### src/hdl/lfu_pkg.sv
`timescale 1ns / 1ps
// Package for the LFU cache table: field widths and reset constants.
// Depends on nothing; imported by lfu_cache_table_core.
package lfu_pkg;

    // Width of the per-entry use count; counts saturate at all ones.
    localparam int COUNT_BITS = 32;
    // Width of the access clock and of each entry's last-use stamp.
    localparam int STAMP_BITS = 48;
    // Width of the capacity register and its value after reset.
    localparam int CAP_BITS = 5;
    localparam logic [CAP_BITS-1:0] CAP_RESET = 5'd16;
    // Use count given to a freshly inserted key.
    localparam logic [COUNT_BITS-1:0] COUNT_FIRST = 32'd1;
    // Operation codes carried on the input tuser.
    localparam logic OP_GET = 1'b0;
    localparam logic OP_PUT = 1'b1;

endpackage

### src/hdl/lfu_cache_table_core.sv
`timescale 1ns / 1ps
// Key-value cache with least-frequently-used replacement and oldest-use tie break.
// Depends on lfu_pkg for widths, reset values and operation codes.

// Every transaction on the input stream is a get (tuser = 0) or a put (tuser = 1) of a
// key and a value, and it gives exactly one result transaction. The block works on one
// transaction at a time: after one is taken, a single compare unit walks the occupied
// entries through one read port of the entry memories, one entry per cycle, looking for
// the key and for the replacement victim (smallest use count, then oldest stamp, then
// lowest slot). The write state then writes the entry back and loads the result
// register once that register is free, so a stalled result only holds up the write-back
// of the following item. Entries fill from slot 0 upward and a victim's slot is refilled
// at once, so the occupied slots are always slots 0 to occ_reg-1 and no per-entry valid
// bits or clearing pass are needed. Lowering the capacity below the occupancy does not
// drop entries; each new key then evicts one entry. A capacity of zero acts as one and a
// capacity above ENTRIES acts as ENTRIES. The capacity register may be written at any
// time the block is idle; cfg_ready is always high, so a write is accepted when offered.
module lfu_cache_table_core
    import lfu_pkg::*;
#(
    parameter int ENTRIES    = 16,
    parameter int KEY_BITS   = 32,
    parameter int VALUE_BITS = 32
)
(
    input  logic                          clk,
    input  logic                          rst_n,
    // Capacity register write channel.
    input  logic                          cfg_valid,
    output logic                          cfg_ready,
    input  logic [CAP_BITS-1:0]           cfg_data,
    // Input stream.
    input  logic                          s_tvalid,
    output logic                          s_tready,
    // tdata from bit 0 up: key, value, zero fill to whole bytes.
    input  logic [((KEY_BITS+VALUE_BITS+7)/8)*8-1:0] s_tdata,
    // tuser: op (0 get, 1 put).
    input  logic                          s_tuser,
    // Result stream.
    output logic                          m_tvalid,
    input  logic                          m_tready,
    // tdata from bit 0 up: read_value, evicted_key, zero fill to whole bytes.
    output logic [((KEY_BITS+VALUE_BITS+7)/8)*8-1:0] m_tdata,
    // tuser from bit 0 up: hit, evicted.
    output logic [1:0]                    m_tuser
);

    localparam int DATA_W = ((KEY_BITS + VALUE_BITS + 7) / 8) * 8;
    localparam int IDX_W  = (ENTRIES > 1) ? $clog2(ENTRIES) : 1;
    localparam int CNT_W  = $clog2(ENTRIES + 1);
    localparam int CMP_W  = (CNT_W > CAP_BITS) ? CNT_W : CAP_BITS;

    typedef enum logic [1:0] {
        ST_IDLE,
        ST_SCAN,
        ST_WRITE
    } state_t;

    // Entry memories: one write port and one registered read port each.
    logic [KEY_BITS-1:0]   key_mem   [ENTRIES];
    logic [VALUE_BITS-1:0] value_mem [ENTRIES];
    logic [COUNT_BITS-1:0] count_mem [ENTRIES];
    logic [STAMP_BITS-1:0] stamp_mem [ENTRIES];

    logic [KEY_BITS-1:0]   rd_key_reg;
    logic [VALUE_BITS-1:0] rd_value_reg;
    logic [COUNT_BITS-1:0] rd_count_reg;
    logic [STAMP_BITS-1:0] rd_stamp_reg;

    // Control state.
    state_t                state_reg;
    logic [CAP_BITS-1:0]   cap_reg;
    logic [CNT_W-1:0]      occ_reg;
    logic [STAMP_BITS-1:0] clock_reg;
    logic [CNT_W-1:0]      iss_reg;
    logic                  rd_vld_reg;
    logic [IDX_W-1:0]      rd_idx_reg;
    logic                  found_reg;
    logic                  have_reg;
    logic                  m_tvalid_reg;
    logic [DATA_W-1:0]     m_tdata_reg;
    logic [1:0]            m_tuser_reg;

    // Item and scan results (payload, no reset needed).
    logic                  op_reg;
    logic [KEY_BITS-1:0]   key_reg;
    logic [VALUE_BITS-1:0] value_reg;
    logic [IDX_W-1:0]      found_idx_reg;
    logic [VALUE_BITS-1:0] found_value_reg;
    logic [COUNT_BITS-1:0] found_count_reg;
    logic [IDX_W-1:0]      best_idx_reg;
    logic [KEY_BITS-1:0]   best_key_reg;
    logic [COUNT_BITS-1:0] best_count_reg;
    logic [STAMP_BITS-1:0] best_stamp_reg;

    logic                  s_accept;
    logic                  iss_more;
    logic                  rd_en;
    logic [IDX_W-1:0]      rd_addr;
    logic                  key_match;
    logic                  better;
    logic                  full;
    logic                  out_free;
    logic                  finish;
    logic                  wr_en;
    logic [IDX_W-1:0]      wr_addr;
    logic [VALUE_BITS-1:0] wr_value;
    logic [COUNT_BITS-1:0] wr_count;
    logic                  res_hit;
    logic                  res_evicted;
    logic [VALUE_BITS-1:0] res_value;
    logic [KEY_BITS-1:0]   res_evk;

    assign cfg_ready = 1'b1;
    assign s_tready  = (state_reg == ST_IDLE);
    assign s_accept  = s_tvalid && s_tready;
    assign m_tvalid  = m_tvalid_reg;
    assign m_tdata   = m_tdata_reg;
    assign m_tuser   = m_tuser_reg;

    // Scan side: issue one read per cycle, evaluate the entry read the cycle before.
    assign iss_more  = (iss_reg < occ_reg);
    assign rd_en     = (state_reg == ST_SCAN) && iss_more;
    assign rd_addr   = iss_reg[IDX_W-1:0];
    assign key_match = (rd_key_reg == key_reg);
    // The shared compare unit: victim order is count first, then stamp.
    assign better    = !have_reg || (rd_count_reg < best_count_reg) ||
                       ((rd_count_reg == best_count_reg) && (rd_stamp_reg < best_stamp_reg));

    // The cache is full when the occupancy has reached the effective capacity.
    always_comb
    begin
        if (occ_reg == CNT_W'(ENTRIES))
            full = 1'b1;
        else if (cap_reg == '0)
            full = (occ_reg != '0);
        else
            full = (CMP_W'(occ_reg) >= CMP_W'(cap_reg));
    end

    assign out_free = !m_tvalid_reg || m_tready;
    assign finish   = (state_reg == ST_WRITE) && out_free;
    assign wr_en    = finish && (found_reg || (op_reg == OP_PUT));

    always_comb
    begin
        res_hit     = found_reg;
        res_evicted = !found_reg && (op_reg == OP_PUT) && full;
        res_value   = (found_reg && (op_reg == OP_GET)) ? found_value_reg : '0;
        res_evk     = res_evicted ? best_key_reg : '0;
        if (found_reg)
            wr_addr = found_idx_reg;
        else if (full)
            wr_addr = best_idx_reg;
        else
            wr_addr = occ_reg[IDX_W-1:0];
        wr_value = (found_reg && (op_reg == OP_GET)) ? found_value_reg : value_reg;
        if (!found_reg)
            wr_count = COUNT_FIRST;
        else if (found_count_reg == '1)
            wr_count = found_count_reg;
        else
            wr_count = found_count_reg + COUNT_FIRST;
    end

    // Entry memories.
    always_ff @(posedge clk)
    begin
        if (wr_en)
        begin
            key_mem[wr_addr]   <= key_reg;
            value_mem[wr_addr] <= wr_value;
            count_mem[wr_addr] <= wr_count;
            stamp_mem[wr_addr] <= clock_reg;
        end
        if (rd_en)
        begin
            rd_key_reg   <= key_mem[rd_addr];
            rd_value_reg <= value_mem[rd_addr];
            rd_count_reg <= count_mem[rd_addr];
            rd_stamp_reg <= stamp_mem[rd_addr];
        end
    end

    // Item fields and scan results.
    always_ff @(posedge clk)
    begin
        if (s_accept)
        begin
            op_reg    <= s_tuser;
            key_reg   <= s_tdata[KEY_BITS-1:0];
            value_reg <= s_tdata[KEY_BITS+VALUE_BITS-1:KEY_BITS];
        end
        if ((state_reg == ST_SCAN) && rd_vld_reg)
        begin
            if (key_match && !found_reg)
            begin
                found_idx_reg   <= rd_idx_reg;
                found_value_reg <= rd_value_reg;
                found_count_reg <= rd_count_reg;
            end
            if (better)
            begin
                best_idx_reg   <= rd_idx_reg;
                best_key_reg   <= rd_key_reg;
                best_count_reg <= rd_count_reg;
                best_stamp_reg <= rd_stamp_reg;
            end
        end
    end

    // Sequencer, occupancy, access clock and the result register.
    always_ff @(posedge clk or negedge rst_n)
    begin
        if (!rst_n)
        begin
            state_reg    <= ST_IDLE;
            cap_reg      <= CAP_RESET;
            occ_reg      <= '0;
            clock_reg    <= '0;
            iss_reg      <= '0;
            rd_vld_reg   <= 1'b0;
            rd_idx_reg   <= '0;
            found_reg    <= 1'b0;
            have_reg     <= 1'b0;
            m_tvalid_reg <= 1'b0;
            m_tdata_reg  <= '0;
            m_tuser_reg  <= '0;
        end
        else
        begin
            if (cfg_valid && cfg_ready)
                cap_reg <= cfg_data;
            // A result taken in the cycle that loads the next one keeps tvalid high.
            if (m_tvalid_reg && m_tready && !finish)
                m_tvalid_reg <= 1'b0;

            unique case (state_reg)
                ST_IDLE:
                begin
                    if (s_accept)
                    begin
                        iss_reg    <= '0;
                        rd_vld_reg <= 1'b0;
                        found_reg  <= 1'b0;
                        have_reg   <= 1'b0;
                        state_reg  <= ST_SCAN;
                    end
                end
                ST_SCAN:
                begin
                    rd_vld_reg <= iss_more;
                    rd_idx_reg <= rd_addr;
                    if (iss_more)
                        iss_reg <= iss_reg + CNT_W'(1);
                    if (rd_vld_reg)
                    begin
                        if (key_match)
                            found_reg <= 1'b1;
                        have_reg <= 1'b1;
                    end
                    if (!iss_more && !rd_vld_reg)
                        state_reg <= ST_WRITE;
                end
                ST_WRITE:
                begin
                    if (out_free)
                    begin
                        m_tvalid_reg <= 1'b1;
                        m_tdata_reg  <= DATA_W'({res_evk, res_value});
                        m_tuser_reg  <= {res_evicted, res_hit};
                        if (!found_reg && (op_reg == OP_PUT) && !full)
                            occ_reg <= occ_reg + CNT_W'(1);
                        clock_reg <= clock_reg + STAMP_BITS'(1);
                        state_reg <= ST_IDLE;
                    end
                end
                default:
                begin
                    state_reg <= ST_IDLE;
                end
            endcase
        end
    end

endmodule

### config.mk
export PLATFORM = sky130hd
export DESIGN_NAME = lfu_cache_table_core
export DESIGN_NICKNAME = d
export VERILOG_FILES = /design/src/hdl/lfu_pkg.sv /design/src/hdl/lfu_cache_table_core.sv
export SDC_FILE = /design/constraint.sdc
export NUM_CORES = 2
export LEC_CHECK = 0
export ABC_AREA = 1
export BUFFER_PORTS_ARGS = -buffer_cell sky130_fd_sc_hd__buf_2
export CAP_MARGIN = 40
export CORE_MARGIN = 8
export CORE_UTILIZATION = 55
export CTS_BUF_LIST = sky130_fd_sc_hd__clkbuf_8
export DETAILED_ROUTE_END_ITERATION = 12
export MAX_ROUTING_LAYER = met4
export PLACE_DENSITY = 0.74
export SLEW_MARGIN = 20
export SYNTH_ARGS = -nofsm -noshare
export SYNTH_HDL_FRONTEND = slang
export SYNTH_SLANG_ARGS = --single-unit
### constraint.sdc
create_clock -name clk -period 8.7 [get_ports clk]
set_clock_uncertainty 0.1 [all_clocks]
set_input_delay 0.87 -clock clk [delete_from_list [all_inputs] [get_ports clk]]
set_output_delay 0.87 -clock clk [all_outputs]
set_load 0.05 [all_outputs]
Word level (Yosys, flattened, before mapping)
Memories as Yosys holds them, arrays and structs flattened. A register that Yosys moved wholly into a read port is not among the register bits.
Index checks and enable logic that the tools add are counted.
{"block": "totals", "register_bits": 388, "memories": 4, "rom_bits": 0, "ramBits": 2304, "latch_bits": 0, "input_bits": 75}
{"block": "op_classes", "bitwise": 1, "n_div": 0, "eq_ne": 12, "mul": 0, "reduce_logical": 38, "mux": 28, "order_cmp": 4, "addsub": 4, "n_shift": 0}
{"name": "stamp_mem", "words": 16, "width": 48, "rd": 1, "rd_ports_with_merged_regs": 1, "wr": 1, "line_no": "lfu_cache_table_core.sv:63", "text": "logic [STAMP_BITS-1:0] stamp_mem [ENTRIES];"}
{"name": "count_mem", "words": 16, "width": 32, "rd": 1, "rd_ports_with_merged_regs": 1, "wr": 1, "line_no": "lfu_cache_table_core.sv:62", "text": "logic [COUNT_BITS-1:0] count_mem [ENTRIES];"}
{"name": "key_mem", "words": 16, "width": 32, "rd": 1, "rd_ports_with_merged_regs": 1, "wr": 1, "line_no": "lfu_cache_table_core.sv:60", "text": "logic [KEY_BITS-1:0] key_mem [ENTRIES];"}
{"name": "value_mem", "words": 16, "width": 32, "rd": 1, "rd_ports_with_merged_regs": 1, "wr": 1, "line_no": "lfu_cache_table_core.sv:61", "text": "logic [VALUE_BITS-1:0] value_mem [ENTRIES];"}
{"operator": "$mux 32", "n": 5}
{"operator": "$eq 32x32->1", "n": 2}
{"operator": "$add 48x1->48 const B", "n": 1}
{"operator": "$lt 48x48->1", "n": 1}
{"operator": "$add 32x1->32 const B", "n": 1}
{"operator": "$eq 32x32->1 const B", "n": 1}
{"operator": "$lt 32x32->1", "n": 1}
{"operator": "$logic_and 1x1->1", "n": 14}
{"operator": "$reduce_and 3->1", "n": 4}
{"operator": "$mux 1", "n": 11}
{"operator": "$add 5x1->5 const B", "n": 2}
{"operator": "$mux 5", "n": 2}
{"operator": "$pmux 5 s2", "n": 1}
{"operator": "$mux 4", "n": 2}
{"operator": "$ne 2x2->1 const B", "n": 4}
{"operator": "$reduce_and 2->1", "n": 4}
{"operator": "$logic_not 1->1", "n": 7}
{"operator": "$mux 2", "n": 3}
{"operator": "$pmux 1 s2", "n": 3}
{"operator": "$pmux 2 s3", "n": 1}
{"operator": "$eq 5x5->1 const B", "n": 1}
{"operator": "$ge 5x5->1", "n": 1}
{"operator": "$logic_not 5->1", "n": 1}
{"operator": "$lt 5x5->1", "n": 1}
{"operator": "9 further kinds", "n": 13}

Depth between registers and ports, before layout
{"block": "depth", "ltp_word": 8, "ltp_mapped": 14}

Least setup slack after synthesis
No wires, ideal clock.
{"block": "synth_timing", "path_kind": "register -> register", "startpoint": "reg cap_reg[4]", "endpoint": "mem count_mem[5][0] (enable)", "path_slack_ns": 0.176, "stages_incl_launch_ff": 15, "n_path_buf": 0, "period_less_slack_ns": 8.524, "setup_ns": 0.651, "arrival_ns": 7.773, "path_cell_list": "dfstp_2 -> inv_1 -> ha_1 -> nand2_1 -> nor2_1 -> nand2_1 -> nand3_1 -> nand2_1 -> nand2_4 -> nand2_1 -> nand3_1 -> nand2_2 -> nor2_1 -> inv_1 -> nor2_1"}
{"block": "synth_via", "elab_chain_len": 5}
{"element": "from (decl)", "line_no": "lfu_cache_table_core.sv:72", "text": "logic [CAP_BITS-1:0] cap_reg;"}
{"element": "from (signal assigned)", "line_no": "lfu_cache_table_core.sv:233", "text": "cap_reg <= cfg_data;"}
{"element": "$ge 5x5->1 / $logic_not 5->1 (equally long branches)", "line_no": "lfu_cache_table_core.sv:138, lfu_cache_table_core.sv:135"}
{"element": "$mux 1 (*)", "line_no": "lfu_cache_table_core.sv:135", "text": "else if (cap_reg == '0)"}
{"element": "$mux 1 (*)", "line_no": "lfu_cache_table_core.sv:133", "text": "if (occ_reg == CNT_W'(ENTRIES))"}
{"element": "$mux 4 (*)", "line_no": "lfu_cache_table_core.sv:153", "text": "else if (full)"}
{"element": "$mux 4 (*)", "line_no": "lfu_cache_table_core.sv:151", "text": "if (found_reg)"}
{"element": "to (decl)", "line_no": "lfu_cache_table_core.sv:62"}
Every way passes the cells marked *; elsewhere a longest branch is shown, timed or not.

Final worst setup path
{"block": "layout_timing", "startpoint": "reg cap_reg[4]", "endpoint": "mem stamp_mem[2][15] (enable)"}
{"block": "layout_via", "elab_chain_len": 5}
{"element": "$ge 5x5->1 / $logic_not 5->1 (equally long branches)", "line_no": "lfu_cache_table_core.sv:138, lfu_cache_table_core.sv:135"}
{"element": "$mux 1 (*)", "line_no": "lfu_cache_table_core.sv:135"}
{"element": "$mux 1 (*)", "line_no": "lfu_cache_table_core.sv:133"}
{"element": "$mux 4 (*)", "line_no": "lfu_cache_table_core.sv:153"}
{"element": "$mux 4 (*)", "line_no": "lfu_cache_table_core.sv:151"}
{"element": "to (decl)", "line_no": "lfu_cache_table_core.sv:63"}
Marked as above.

==> impl_metrics.csv <==
group,metric,value,unit
worst_setup_path,cp.arrival,5.25,ns
final_layout,final_nets,8590,
power,p_sw_share,35.8,%
drt,wirelength,275000,um
yosys,syn_inst,8112,
yosys,ys_seq_area_share,76.4,%
timing,period_minus_slack,4.69,ns
worst_setup_path,criticalPathCategory,"reg2reg",
timing,hold_viol,0,
yosys,ys_warn_count,0,
place,dpl.hpwl,143000,um
floorplanning,initial_utilization,55.4,%
timing,setup_ws,4.01,ns
clock_tree,cts_sinks,2836,
final_layout,top_register,"stamp_mem",
power,p_int,25.3,mW
place,placement.io_buffers,142,
yosys,syn_avg_cell_area,13.6,um2
clock_tree,clkTransAtPathRegs,0.06,ns
final_layout,largest_reg_flops,768,
timing,fin_setup_tns,0,ns
final_layout,fill_cells,14200,
drt,vias,70100,
clock_tree,htree_levels,5,
drt,drtIter0Drc,8640,
worst_setup_path,required,9.27,ns
grt,grt_use_total,25.4,%
floorplanning,io_pins,144,
yosys,yosysUniqueCellTypes,47,
floorplanning,dieHeight,464,um
yosys,synth_area,111000,um2
clock_tree,cts_buffers,440,
power,power_density,320,nW/um2
yosys,syn-num-nets,8280,
worst_setup_path,endpoint_kind,"flop",
yosys,ys.flop_type,"edfxtp_1",
power,irDropWorstVdd,521,uV
grt,grt_overflow,0,
clock_tree,tritoncts,"built",
floorplanning,rows,164,
yosys,synthArstFlopShare,4.90,%
power,comb_power_share,29.5,%
timing,rsz0062_at_grt,"no",
place,gp_congestion,0.895,
drt,final_antenna_net_count,0,
timing,setup_viol,0,
worst_setup_path,path_max_fanout,79,
power,leakagePower,43.0,nW
timing,worst_slew_pin_slew,1.15,ns
timing,slew_violations,0,
floorplanning,die_width,464,um
grt,grt_max_degree,206,
final_layout,syn_to_final_growth,11.6,%
drt,routedWlPerCell,24.1,um
drt,dr.pass1.iters,6,
floorplanning,core_area,200000,um2
place,post-place-ws,3.69,ns
hold_path,hp-class,"in2async",
grt,grt_pass1_wl,415000,um
final_layout,drive_gt1_share,10.0,%
clock_tree,cts_buffer_depth,4,
clock_tree,clkLatencyLatePin,1.10,ns
clock_tree,cts-root-buf,"clkbuf_8",
grt,antenna_found_initial,4,
status,status,"completed",
yosys,ys_ff_latch,2836,
worst_setup_path,start_kind,"flop",
grt,grt_pass1_vias,68900,
power,seq_power_share,44.9,%
yosys,synth-edff-count,2697,
drt,via_per_inst,6.15,
job,cap_viol_max_count,0,
floorplanning,die_area,216000,um2
timing,max_freq,213,MHz
power,pwr-share-clk,25.7,%
timing,fin_crit_sh,53.9,%
drt,drcViolationCount,0,
timing,maxSlewHeadroom,23.7,%
power,power_switching,14.1,mW
[Yosys cell counts (2+ instances only)]
cell type,instances,area [um2]
nor2_1,1317,4940
a21o_1,2,15.0
nand2_1,719,2700
o221ai_1,229,2010
nor2_4,5,56.3
inv_1,199,747
xor2_1,41,359
nand4_1,35,219
clkbuf_1,378,1420
nor2_2,7,43.8
nor3_2,3,30.0
o31ai_1,2,15.0
ha_1,93,1160
edfxtp_1,2697,81000
nand2_2,6,37.5
buf_4,5,37.5
nor3b_1,4,30.0
nand3_2,4,40.0
inv_2,11,41.3
o22ai_1,348,2180
o21ai_1,7,35.0
a31oi_1,4,25.0
a32o_1,32,320
or2_2,4,25.0
xnor2_1,60,526
nor4_1,3,18.8
buf_1,11,41.3
buf_2,102,510
dfrtp_1,138,3450
o21a_1,5,37.5
o211ai_1,61,458
a21oi_1,46,230
nand2_4,2,22.5
nor3_1,21,105
nand3_1,279,1400
o21ai_0,1221,6110
[path summary, 6_finish.rpt]
path                                                  from                       endpoint  slack, ns  depth (start not counted)
worst min register to register  rd_value_reg[12]$_DFFE_PP_  found_value_reg[12]$_DFFE_PP_       0.27                          0
worst max register to register      cap_reg[4]$_DFFE_PN1P_     stamp_mem[2][15]$_DFFE_PP_       4.01                         16
worst min-delay path                                 rst_n        m_tdata[21]$_DFFE_PN0P_       0.17                          2
worst max-delay path                cap_reg[4]$_DFFE_PN1P_     stamp_mem[2][15]$_DFFE_PP_       4.01                         16
min in group clk                                  s_tvalid         iss_reg[2]$_DFFE_PN0P_       0.19                          4
max in group asynchronous                            rst_n      clock_reg[27]$_DFFE_PN0P_       7.20                          3
[final cells by class]
| cell class | instances | area, um2 | area share [%] |
|---|---|---|---|
| sequential | 2836 | 84500 | 68.5 |
| multi-input combinational | 4570 | 23400 | 19.0 |
| clock buffer | 472 | 6500 | 5.27 |
| timing repair buffer | 364 | 3380 | 2.74 |
| tap | 2656 | 3320 | 2.69 |
| clock inverter | 299 | 1390 | 1.12 |
| inverter | 210 | 831 | 0.674 |
| antenna | 1 | 2.50 | 0.00203 |
[power groups by stage]
stage | combinational (mW) | clock [mW] | sequential, mW
final | 11.6 | 10.1 | 17.7
after global routing | 12.7 | 10.8 | 17.8
after CTS | 11.4 | 10.2 | 17.7
after detailed placement | 11.3 | 0 | 17.9
after global placement | 10.8 | 0 | 17.9
after floorplan | 7.25 | 0 | 18.0
[layer usage]
layer	GRT usage [%]	vias to the layer above	part of all wire (%)
met4	7.69	0	2.6
met2	40.4	3924	48
met1	34.0	34900	39
met5	-	-	0
met3	4.20	549	9.7
li1	-	30800	-
[layout by cell type, fill, tap and decap left out, drive strengths merged]
| master | n |
|---|---|
| inv | 370 |
| a31oi | 4 |
| buf | 282 |
| nor2 | 1330 |
| or2 | 4 |
| o21bai | 1 |
| a31o | 1 |
| dfstp | 1 |
| nand3b | 2 |
| nor4 | 3 |
| o221ai | 229 |
| a21oi | 46 |
| a22o | 1 |
| o21ai | 1228 |
| nor3b | 4 |
| o211ai | 61 |
| a32o | 32 |
| dfrtp | 138 |
| diode | 1 |
| clkinvlp | 6 |
| nand3 | 283 |
| nand2 | 727 |
| a21o | 2 |
| nand4 | 36 |
| o31ai | 2 |
| nor3 | 25 |
| mux2 | 1 |
| edfxtp | 2697 |
| clkbuf | 473 |
| bufinv | 7 |
| dlygate4sd3 | 81 |
| conb | 1 |
| xnor2 | 60 |
| o21a | 5 |
| clkinv | 126 |
| ha | 93 |
| o22ai | 348 |
| xor2 | 41 |
[cell families after synthesis]
kind of cell	share of synthesized area (%)
fa+ha+maj	1.05
buf+inv	2.53
simple gates	8.82
mux	0.0102
xor+xnor	0.800
other cells	0.00339
compound gates	10.4
flops	76.4
[metrics by stage]
step	hold WS (ns)	area (um2)	cells	power (mW)	utilization, %
5_1_grt	0.127	123000	11400	41.3	61.8
3_3_place_gp	0.306	114000	10500	28.7	57.0
3_5_place_dp	0.305	114000	10500	29.3	57.3
2_1_floorplan	0.300	111000	8112	25.3	-
6_report	0.169	123000	11400	39.4	61.8
4_1_cts	0.0860	123000	11400	39.3	61.6
[critical path, cell delays in order (launching register included)]
cell and delay, ns:
dfstp_2 0.52, inv_1 0.06, ha_1 0.31, nand2_1 0.07
nor2_1 0.09, nand2_1 0.06, nand3_1 0.07, nand2_1 0.18
nand2_4 0.43, nand2_1 0.10, nand3_1 0.10, nand2_1 0.10
inv_2 0.08, nand3_1 0.30, nor2_4 0.46, buf_4 0.53
buf_12 0.49
[repair_timing]
action,4_1_cts,5_1_grt
buffers inserted,0,0
hold buffers,81,0
hold endpoints to repair,159,0
gates resized for setup,0,0
Note: power is estimated with default switching activity, not from simulation.
